**src/rtl/sha_pkg.sv**
```systemverilog
package sha_pkg;

  typedef logic [31:0] word_t;

  // one queued command between front and back
  typedef struct packed {
    logic [7:0] data;
    logic       present;
    logic       eom;
  } cmd_t;

  localparam int QDEPTH = 4;
  localparam int QAW    = 2;

  localparam logic [255:0] INIT_HASH = {
    32'h6a09e667, 32'hbb67ae85, 32'h3c6ef372, 32'ha54ff53a,
    32'h510e527f, 32'h9b05688c, 32'h1f83d9ab, 32'h5be0cd19
  };

  localparam logic [7:0] PAD_BYTE = 8'h80;
  localparam logic [5:0] LEN_OFS  = 6'd56;

  function automatic word_t round_k(input logic [5:0] i);
    word_t k;
    case (i)
      6'd0: k = 32'h428a2f98;  6'd1: k = 32'h71374491;  6'd2: k = 32'hb5c0fbcf;
      6'd3: k = 32'he9b5dba5;  6'd4: k = 32'h3956c25b;  6'd5: k = 32'h59f111f1;
      6'd6: k = 32'h923f82a4;  6'd7: k = 32'hab1c5ed5;  6'd8: k = 32'hd807aa98;
      6'd9: k = 32'h12835b01;  6'd10: k = 32'h243185be; 6'd11: k = 32'h550c7dc3;
      6'd12: k = 32'h72be5d74; 6'd13: k = 32'h80deb1fe; 6'd14: k = 32'h9bdc06a7;
      6'd15: k = 32'hc19bf174; 6'd16: k = 32'he49b69c1; 6'd17: k = 32'hefbe4786;
      6'd18: k = 32'h0fc19dc6; 6'd19: k = 32'h240ca1cc; 6'd20: k = 32'h2de92c6f;
      6'd21: k = 32'h4a7484aa; 6'd22: k = 32'h5cb0a9dc; 6'd23: k = 32'h76f988da;
      6'd24: k = 32'h983e5152; 6'd25: k = 32'ha831c66d; 6'd26: k = 32'hb00327c8;
      6'd27: k = 32'hbf597fc7; 6'd28: k = 32'hc6e00bf3; 6'd29: k = 32'hd5a79147;
      6'd30: k = 32'h06ca6351; 6'd31: k = 32'h14292967; 6'd32: k = 32'h27b70a85;
      6'd33: k = 32'h2e1b2138; 6'd34: k = 32'h4d2c6dfc; 6'd35: k = 32'h53380d13;
      6'd36: k = 32'h650a7354; 6'd37: k = 32'h766a0abb; 6'd38: k = 32'h81c2c92e;
      6'd39: k = 32'h92722c85; 6'd40: k = 32'ha2bfe8a1; 6'd41: k = 32'ha81a664b;
      6'd42: k = 32'hc24b8b70; 6'd43: k = 32'hc76c51a3; 6'd44: k = 32'hd192e819;
      6'd45: k = 32'hd6990624; 6'd46: k = 32'hf40e3585; 6'd47: k = 32'h106aa070;
      6'd48: k = 32'h19a4c116; 6'd49: k = 32'h1e376c08; 6'd50: k = 32'h2748774c;
      6'd51: k = 32'h34b0bcb5; 6'd52: k = 32'h391c0cb3; 6'd53: k = 32'h4ed8aa4a;
      6'd54: k = 32'h5b9cca4f; 6'd55: k = 32'h682e6ff3; 6'd56: k = 32'h748f82ee;
      6'd57: k = 32'h78a5636f; 6'd58: k = 32'h84c87814; 6'd59: k = 32'h8cc70208;
      6'd60: k = 32'h90befffa; 6'd61: k = 32'ha4506ceb; 6'd62: k = 32'hbef9a3f7;
      default: k = 32'hc67178f2;
    endcase
    return k;
  endfunction

  function automatic word_t rotr(input word_t v, input int n);
    return (v >> n) | (v << (32 - n));
  endfunction

endpackage

```
**src/rtl/sha_cmd_fifo.sv**
```systemverilog
module sha_cmd_fifo (
  input  logic          clk,
  input  logic          rst_n,
  input  logic          wr_en,
  input  sha_pkg::cmd_t wr_data,
  output logic          full,
  input  logic          rd_en,
  output sha_pkg::cmd_t rd_data,
  output logic          empty
);
  import sha_pkg::*;

  cmd_t           mem_r [QDEPTH];
  logic [QAW-1:0] wp_r, rp_r;
  logic [QAW:0]   cnt_r;

  assign full    = (cnt_r == (QAW+1)'(QDEPTH));
  assign empty   = (cnt_r == '0);
  assign rd_data = mem_r[rp_r];

  always_ff @(posedge clk) begin
    if (wr_en) begin
      mem_r[wp_r] <= wr_data;
    end
    if (!rst_n) begin
      wp_r  <= '0;
      rp_r  <= '0;
      cnt_r <= '0;
    end else begin
      if (wr_en) wp_r <= wp_r + 1'b1;
      if (rd_en) rp_r <= rp_r + 1'b1;
      cnt_r <= cnt_r + (QAW+1)'(wr_en) - (QAW+1)'(rd_en);
    end
  end
endmodule

```
**src/rtl/sha_ram.sv**
```systemverilog
module sha_ram #(
  parameter int WIDTH = 8,
  parameter int DEPTH = 64
) (
  input  logic                     clk,
  input  logic                     we,
  input  logic [$clog2(DEPTH)-1:0] waddr,
  input  logic [WIDTH-1:0]         wdata,
  input  logic [$clog2(DEPTH)-1:0] raddr,
  output logic [WIDTH-1:0]         rdata
);
  logic [WIDTH-1:0] mem_r [DEPTH];

  always_ff @(posedge clk) begin
    if (we) begin
      mem_r[waddr] <= wdata;
    end
    rdata <= mem_r[raddr];
  end
endmodule

```
**src/rtl/sha_engine.sv**
```systemverilog
module sha_engine (
  input  logic          clk,
  input  logic          rst_n,
  input  logic          cmd_valid,
  input  sha_pkg::cmd_t cmd,
  output logic          cmd_pop,
  output logic          dig_valid,
  output logic [255:0]  dig,
  input  logic          dig_take
);
  import sha_pkg::*;

  localparam logic [2:0] S_IDLE = 3'd0;
  localparam logic [2:0] S_PAD  = 3'd1;
  localparam logic [2:0] S_LOAD = 3'd2;
  localparam logic [2:0] S_RND  = 3'd3;
  localparam logic [2:0] S_ADD  = 3'd4;
  localparam logic [2:0] S_OUT  = 3'd5;

  logic [2:0]   st_r, st_nxt;
  logic [5:0]   fill_r, fill_nxt;
  logic [60:0]  len_r, len_nxt;
  logic [255:0] h_r, h_nxt;
  logic [255:0] v_r, v_nxt;
  word_t        w_r [16];
  logic [23:0]  acc_r;
  logic [6:0]   cnt_r, cnt_nxt;
  logic         fin_r, fin_nxt;
  logic         pad_r, pad_nxt;        // 0x80 already written
  logic         len_ok_r, len_ok_nxt;  // length fits in the current block
  logic         done_r, done_nxt;      // length written, last block under way
  logic [63:0]  bits_r, bits_nxt;
  logic [60:0]  len_inc;
  logic [2:0]   len_sel;

  logic       we;
  logic [5:0] waddr, raddr;
  logic [7:0] wdata, rdata;

  sha_ram #(.WIDTH(8), .DEPTH(64)) u_store (
    .clk, .we, .waddr, .wdata, .raddr, .rdata
  );

  // load reads address cnt, data arrives from the registered store output in the next cycle
  assign raddr   = cnt_r[5:0];
  assign len_inc = len_r + 61'd1;
  // length bytes go out most significant first at offsets 56 to 63
  assign len_sel = 3'd7 - fill_r[2:0];

  word_t a, b, c, d, e, f, g, hh, t1, t2, s0, s1, wn, wi;
  always_comb begin
    {a, b, c, d, e, f, g, hh} = v_r;
    wi = w_r[0];
    t1 = hh + (rotr(e, 6) ^ rotr(e, 11) ^ rotr(e, 25)) + ((e & f) ^ (~e & g))
       + round_k(cnt_r[5:0]) + wi;
    t2 = (rotr(a, 2) ^ rotr(a, 13) ^ rotr(a, 22)) + ((a & b) ^ (a & c) ^ (b & c));
    s0 = rotr(w_r[1], 7) ^ rotr(w_r[1], 18) ^ (w_r[1] >> 3);
    s1 = rotr(w_r[14], 17) ^ rotr(w_r[14], 19) ^ (w_r[14] >> 10);
    wn = w_r[0] + s0 + w_r[9] + s1;
  end

  always_comb begin
    st_nxt     = st_r;
    fill_nxt   = fill_r;
    len_nxt    = len_r;
    h_nxt      = h_r;
    v_nxt      = v_r;
    cnt_nxt    = cnt_r;
    fin_nxt    = fin_r;
    pad_nxt    = pad_r;
    len_ok_nxt = len_ok_r;
    done_nxt   = done_r;
    bits_nxt   = bits_r;
    cmd_pop    = 1'b0;
    we         = 1'b0;
    waddr      = fill_r;
    wdata      = cmd.data;
    case (st_r)
      S_IDLE: begin
        if (cmd_valid) begin
          cmd_pop = 1'b1;
          fin_nxt = cmd.eom;
          if (cmd.present) begin
            we       = 1'b1;
            fill_nxt = fill_r + 1'b1;
            len_nxt  = len_inc;
          end
          if (cmd.eom) bits_nxt = {(cmd.present ? len_inc : len_r), 3'b000};
          if (cmd.present && fill_r == 6'd63) begin
            st_nxt  = S_LOAD;
            cnt_nxt = '0;
          end else if (cmd.eom) begin
            st_nxt = S_PAD;
          end
        end
      end
      S_PAD: begin
        // 0x80 first, then zeros, length bytes from offset 56 when they fit
        we       = 1'b1;
        fill_nxt = fill_r + 1'b1;
        if (!pad_r) begin
          wdata      = PAD_BYTE;
          pad_nxt    = 1'b1;
          len_ok_nxt = (fill_r < LEN_OFS);
        end else if (len_ok_r && fill_r >= LEN_OFS) begin
          wdata = bits_r[{len_sel, 3'b000} +: 8];
        end else begin
          wdata = 8'h00;
        end
        if (fill_r == 6'd63) begin
          st_nxt   = S_LOAD;
          cnt_nxt  = '0;
          done_nxt = pad_r && len_ok_r;
        end
      end
      S_LOAD: begin
        // 64 byte reads from the registered store; shift in as words
        cnt_nxt = cnt_r + 1'b1;
        if (cnt_r == 7'd64) begin
          v_nxt   = h_r;
          cnt_nxt = '0;
          st_nxt  = S_RND;
        end
      end
      S_RND: begin
        v_nxt   = {t1 + t2, a, b, c, d + t1, e, f, g};
        cnt_nxt = cnt_r + 1'b1;
        if (cnt_r == 7'd63) st_nxt = S_ADD;
      end
      S_ADD: begin
        for (int i = 0; i < 8; i++) begin
          h_nxt[32*i +: 32] = h_r[32*i +: 32] + v_r[32*i +: 32];
        end
        if (fin_r && done_r) st_nxt = S_OUT;
        else if (fin_r) begin
          // padding goes on in a fresh block
          st_nxt     = S_PAD;
          len_ok_nxt = 1'b1;
        end else st_nxt = S_IDLE;
      end
      S_OUT: begin
        if (dig_take) begin
          st_nxt     = S_IDLE;
          h_nxt      = INIT_HASH;
          len_nxt    = '0;
          fill_nxt   = '0;
          fin_nxt    = 1'b0;
          pad_nxt    = 1'b0;
          len_ok_nxt = 1'b0;
          done_nxt   = 1'b0;
        end
      end
      default: st_nxt = S_IDLE;
    endcase
  end

  always_ff @(posedge clk) begin
    if (st_r == S_LOAD && cnt_r != '0) begin
      // assemble big-endian words, shift one in every fourth byte
      acc_r <= {acc_r[15:0], rdata};
      if (cnt_r[1:0] == 2'd0) begin
        for (int i = 0; i < 15; i++) w_r[i] <= w_r[i+1];
        w_r[15] <= {acc_r, rdata};
      end
    end else if (st_r == S_RND) begin
      for (int i = 0; i < 15; i++) w_r[i] <= w_r[i+1];
      w_r[15] <= wn;
    end
  end

  always_comb begin
    dig_valid = (st_r == S_OUT);
    dig       = h_r;
  end

  always_ff @(posedge clk) begin
    v_r    <= v_nxt;
    bits_r <= bits_nxt;
    if (!rst_n) begin
      st_r     <= S_IDLE;
      fill_r   <= '0;
      len_r    <= '0;
      h_r      <= INIT_HASH;
      cnt_r    <= '0;
      fin_r    <= 1'b0;
      pad_r    <= 1'b0;
      len_ok_r <= 1'b0;
      done_r   <= 1'b0;
    end else begin
      st_r     <= st_nxt;
      fill_r   <= fill_nxt;
      len_r    <= len_nxt;
      h_r      <= h_nxt;
      cnt_r    <= cnt_nxt;
      fin_r    <= fin_nxt;
      pad_r    <= pad_nxt;
      len_ok_r <= len_ok_nxt;
      done_r   <= done_nxt;
    end
  end
endmodule

```
**src/rtl/sha256_message_digest_core.sv**
```systemverilog
// channel | dir | tdata (low bit up)            | tuser        | tlast
// in_     | in  | data_byte[7:0]                | byte_present | end_of_message
// out_    | out | digest_part[63:0]             | -            | part_last
//
// the engine takes bytes from the queue only while idle, not while padding or compressing
// every full block is read from the block store, then takes 64 rounds and 1 add
// end of message pads one byte per cycle to the block end, compresses one or
// two blocks, then the digest leaves as four words held while out_tready is low
// reset clears length, fill count and queue and loads the initial hash as chaining words
// a four entry command queue parts intake from compression; full drops in_tready
module sha256_message_digest_core (
  input  logic        clk,
  input  logic        rst_n,
  input  logic        in_tvalid,
  output logic        in_tready,
  input  logic [7:0]  in_tdata,   // data_byte
  input  logic        in_tuser,   // byte_present
  input  logic        in_tlast,   // end_of_message
  output logic        out_tvalid,
  input  logic        out_tready,
  output logic [63:0] out_tdata,  // digest_part
  output logic        out_tlast   // part_last
);
  import sha_pkg::*;

  cmd_t         q_in, q_out;
  logic         q_full, q_empty, q_pop;
  logic         dig_valid, dig_take;
  logic [255:0] dig;
  logic [1:0]   part_r;

  assign q_in      = '{data: in_tdata, present: in_tuser, eom: in_tlast};
  assign in_tready = !q_full;

  sha_cmd_fifo u_fifo (
    .clk, .rst_n, .wr_en(in_tvalid && in_tready), .wr_data(q_in), .full(q_full),
    .rd_en(q_pop), .rd_data(q_out), .empty(q_empty)
  );

  sha_engine u_eng (
    .clk, .rst_n, .cmd_valid(!q_empty), .cmd(q_out), .cmd_pop(q_pop),
    .dig_valid, .dig, .dig_take
  );

  // four parts, most significant first
  assign out_tvalid = dig_valid;
  assign out_tdata  = dig[255 - 64*part_r -: 64];
  assign out_tlast  = (part_r == 2'd3);
  assign dig_take   = out_tvalid && out_tready && out_tlast;

  always_ff @(posedge clk) begin
    if (!rst_n) begin
      part_r <= '0;
    end else if (out_tvalid && out_tready) begin
      part_r <= part_r + 1'b1;
    end
  end

`ifndef NO_ASSERTIONS
  a_tlast_only_part3: assert property (@(posedge clk) disable iff (!rst_n)
    out_tvalid && out_tlast |-> part_r == 2'd3) else $error("tlast misplaced");
  a_part_idle_zero: assert property (@(posedge clk) disable iff (!rst_n)
    !out_tvalid |-> part_r == 2'd0) else $error("part counter stray");
  a_no_pop_empty: assert property (@(posedge clk) disable iff (!rst_n)
    q_pop |-> !q_empty) else $error("queue underflow");
`endif
endmodule
```
**config.mk**
```make
export PLATFORM = sky130hd
export DESIGN_NAME = sha256_message_digest_core
export DESIGN_NICKNAME = d
export VERILOG_FILES = /design/src/rtl/sha_pkg.sv /design/src/rtl/sha_cmd_fifo.sv /design/src/rtl/sha_ram.sv /design/src/rtl/sha_engine.sv /design/src/rtl/sha256_message_digest_core.sv
export SDC_FILE = /design/constraint.sdc
export NUM_CORES = 2
export LEC_CHECK = 0
export BUFFER_PORTS_ARGS = -buffer_cell sky130_fd_sc_hd__buf_2
export CAP_MARGIN = 10
export CORE_MARGIN = 2
export CORE_UTILIZATION = 45
export DETAILED_ROUTE_END_ITERATION = 8
export PLACE_DENSITY_LB_ADDON = 0.15
export SYNTH_ARGS = -nofsm -noshare
export SYNTH_HDL_FRONTEND = slang
export SYNTH_HIERARCHICAL = 1
export SYNTH_SLANG_ARGS = --single-unit
export TNS_END_PERCENT = 30
```
**constraint.sdc**
```tcl
create_clock -name clk -period 21.1 [get_ports clk]
set_clock_uncertainty 0.1 [all_clocks]
set_input_delay 1.055 -clock clk [delete_from_list [all_inputs] [get_ports clk]]
set_output_delay 1.055 -clock clk [all_outputs]
set_load 0.01 [all_outputs]
```
==> impl_metrics.tcl <==
set metrics [dict create \
    status "complete, no violations" \
    cts_resized 0 \
    slowest_delay_ns 0.63 \
    slew-limit-headroom_pct 12.0 \
    hold_depth 0 \
    worst_pin_slew_ns 1.30 \
    pwr-share-comb_pct 40.8 \
    synthCells 8220 \
    switching_power_mw 5.01 \
    postCtsHoldBufs 0 \
    synthArstFlopShare_pct 0 \
    r2r_cells 35 \
    grt_pass1_vias 63000 \
    cts_made_buffers 196 \
    p_clk_share_pct 26.4 \
    pin_count 81 \
    ys_types 94 \
    final_max_slew_viol_count 0 \
    fin_crit_sh_pct 42.3 \
    drt_iter0_drc 7380 \
    cts_htree_levels 4 \
    crit_required_ns 21.57 \
    grt-ovfl-total 0 \
    coreArea_um2 210000 \
    p_int_mw 8.37 \
    timing.rr.end "u_eng/v_r[252]" \
    start_kind "register" \
    cpMaxStageDelayCell "edfxtp_1" \
    hold_start "u_eng/w_r[0][122]" \
    drt-total-wl_um 300000 \
    setup.reg_to_reg.worst_slack_ns 12.17 \
    grt_setup_unrepaired "false" \
    routedWlPerCell_um 26.8 \
    setup_viol 0 \
    nNetsFinal 8814 \
    drive_above_1_share_pct 9.96 \
    clock_latency_ns 0.85 \
    avgViaCountPerCell 5.90 \
    clock.fmax_mhz 112 \
    final_area_um2 105000 \
    min_path_type "reg2reg" \
    multi_input_area_um2 42600 \
    period_needed_ns 8.93 \
    nFillCells 18800 \
    tns_ns 0 \
    place_area_um2 98600 \
    drt-pass1-iter-count 8 \
    rows 168 \
    finalHoldViolCount 0 \
    drcViolationCount 0 \
    antenna_found_initial 13 \
    ir_drop_mv 0.138 \
    grt_max_degree 176 \
    dp_hpwl_um 214000 \
    grtUsageTotal_pct 27.3 \
    synth_edf_count 1405 \
    fp.dieW_um 464 \
    leakage_nw 38.4 \
    synth_area_per_cell_um2 11.6 \
    yosysWarnings 6 \
    grt_pass1_wl_um 436000 \
    die_area_um2 216000 \
    ys_seq_elements 1793 \
    yosysSeqAreaShare_pct 52.4 \
    cts_setup_buffers 0 \
    cp.arrival_ns 9.40 \
    ff_latch_area_um2 50000 \
    clk_pin_slew_worst_paths_ns 0.06 \
    gp_congestion 0.944 \
    ant_nets 0 \
    dieHeight_um 464 \
    synth_ff_type "edfxtp_1" \
    cap_violations 0 \
    via_count 66000 \
    root_buffer "clkbuf_16" \
    cts_buffer_depth 3 \
    crit_top_cell "fa_1" \
    syn-num-nets 8830 \
    switching_share_pct 37.4 \
    synth_area_um2 95300 \
    power_mw 13.4 \
    sequentialPowerShare_pct 32.9 \
    r2r_start "u_eng/v_r[122]" \
    critical_path.max_fanout 6 \
    cts_tree "yes" \
    power.density_nw_per_um2 127 \
    initial_utilization_pct 45.4 \
    cts_sinks 1793 \
    whs_endpoint "u_eng/w_r[0][90]" \
    end_kind "register" \
    io_buffer_count 80 \
    critPathKind "reg2reg" \
    area_delta_synth_final_pct 10.4 \
]
## state kept, by name (all words and copies together) (netlist names), 7 cells and up, named ones only
name and count:
u_eng/u_store/mem_r 512, u_eng/w_r 512, u_eng/dig 256, u_eng/v_r 256, u_eng/bits_r 61, u_eng/len_r 61
u_fifo/mem_r 40, u_eng/acc_r 24, u_eng/u_store/rdata 8, u_eng/cnt_r 7
## through the flow
stage          hold slack [ns]  cells  util (%)  setup WS [ns]
2_1_floorplan            0.300   8220         -           4.89
6_report                 0.309  11200      50.1          12.17
5_1_grt                  0.293  11200      50.1          11.61
3_5_place_dp             0.305  10800      46.9          12.33
4_1_cts                  0.266  11200      50.1          12.23
3_3_place_gp             0.300  10800      46.9          12.29
## logic make-up (layout without fill, tap and decap cells)
family	count (synthesis)	in the layout	synth area share, %
flip-flops	1793	1793	52.4
buffers and inverters	757	909	3.20
XOR/XNOR	633	633	5.83
adder cells (fa/ha/maj)	599	599	9.40
AO/OA/AOI/OAI	1862	1862	12.4
multiplexers	310	310	6.13
AND/OR/NAND/NOR	2266	2266	10.6
other	0	5	0
## cell type report
class	instances	share of cell area, %
Timing Repair Buffer	184	1.19
Tap cell	2805	3.33
Multi-Input combinational cell	5670	40.4
Antenna cell	5	0.0119
Clock inverter	106	1.17
Clock buffer	260	5.10
Inverter	359	1.28
Sequential cell	1793	47.5
## worst max-delay path by stage
stage	cells past startpoint	start	endpoint
after CTS	35	u_eng/v_r[122]	u_eng/v_r[252]
after global placement	35	u_eng/v_r[122]	u_eng/v_r[252]
final	35	u_eng/v_r[122]	u_eng/v_r[252]
after detailed placement	35	u_eng/v_r[122]	u_eng/v_r[252]
after global routing	35	u_eng/v_r[122]	u_eng/v_r[252]
after floorplan	8	u_eng/cnt_r[0]	u_eng/w_r[0][0]
## Yosys cell counts (17+ instances only)
library cell	number	area, µm²
a211oi_1	56	420
a21boi_0	52	390
a21o_1	224	1680
a21oi_1	464	2320
a221oi_1	18	158
a22oi_1	58	435
a311oi_1	17	149
a31oi_1	61	382
and2_1	59	369
and3_1	46	288
buf_1	23	86.3
buf_2	35	175
clkbuf_1	313	1170
dfxtp_1	388	7770
edfxtp_1	1405	42200
fa_1	196	3920
ha_1	400	5000
inv_1	355	1330
mux2_2	40	450
mux2i_1	55	551
mux4_2	215	4840
nand2_1	1071	4020
nand2b_1	67	419
nand3_1	160	801
nand4_1	43	269
nor2_1	438	1640
nor2b_1	138	863
nor3_1	122	611
o211ai_1	34	255
o21a_1	64	480
o21ai_0	479	2400
o21bai_1	51	383
o22ai_1	61	382
o311ai_0	18	158
o31ai_1	40	300
or2_2	17	106
or3_1	34	213
xnor2_1	404	3540
xor2_1	228	2000
## power by group through the flow
stage | clock network [mW] | logic, mW | registers [mW]
2_1_floorplan | 0 | 3.89 | 4.48
3_3_place_gp | 0 | 5.35 | 4.47
3_5_place_dp | 0 | 5.36 | 4.47
4_1_cts | 3.60 | 5.41 | 4.40
5_1_grt | 3.74 | 6.00 | 4.42
6_report | 3.53 | 5.46 | 4.40
## worst max-delay path: cells and delay by family, from the launching register on
kind | cells | cell delay, ns
AOI/OAI and AO/OA | 17 | 3.47
adders and majority gates | 7 | 2.56
xor gates and xnor gates | 4 | 1.11
DFF | 1 | 0.63
and+or+nand+nor | 3 | 0.46
buffers and inverters | 4 | 0.28
## routing by layer
metal	vias up	part of all wire [%]	track usage [%]
li1	30000	-	-
met1	33100	44	38.9
met2	2433	46	42.5
met3	458	6.9	4.40
met4	6	3.5	8.98
met5	-	0.015	0
## cell usage in the layout (no fill, tap or decap), types with 98 or more instances in the layout
cell	n
a21o_1	223
a21oi_1	463
buf_4	98
clkbuf_16	199
dfxtp_1	382
edfxtp_1	1405
fa_1	196
ha_1	400
inv_1	354
mux4_2	215
nand2_1	1063
nand3_1	160
nor2_1	434
nor2b_1	138
nor3_1	122
o21ai_0	471
xnor2_1	403
xor2_1	228
(Power assumes the default switching activity.)
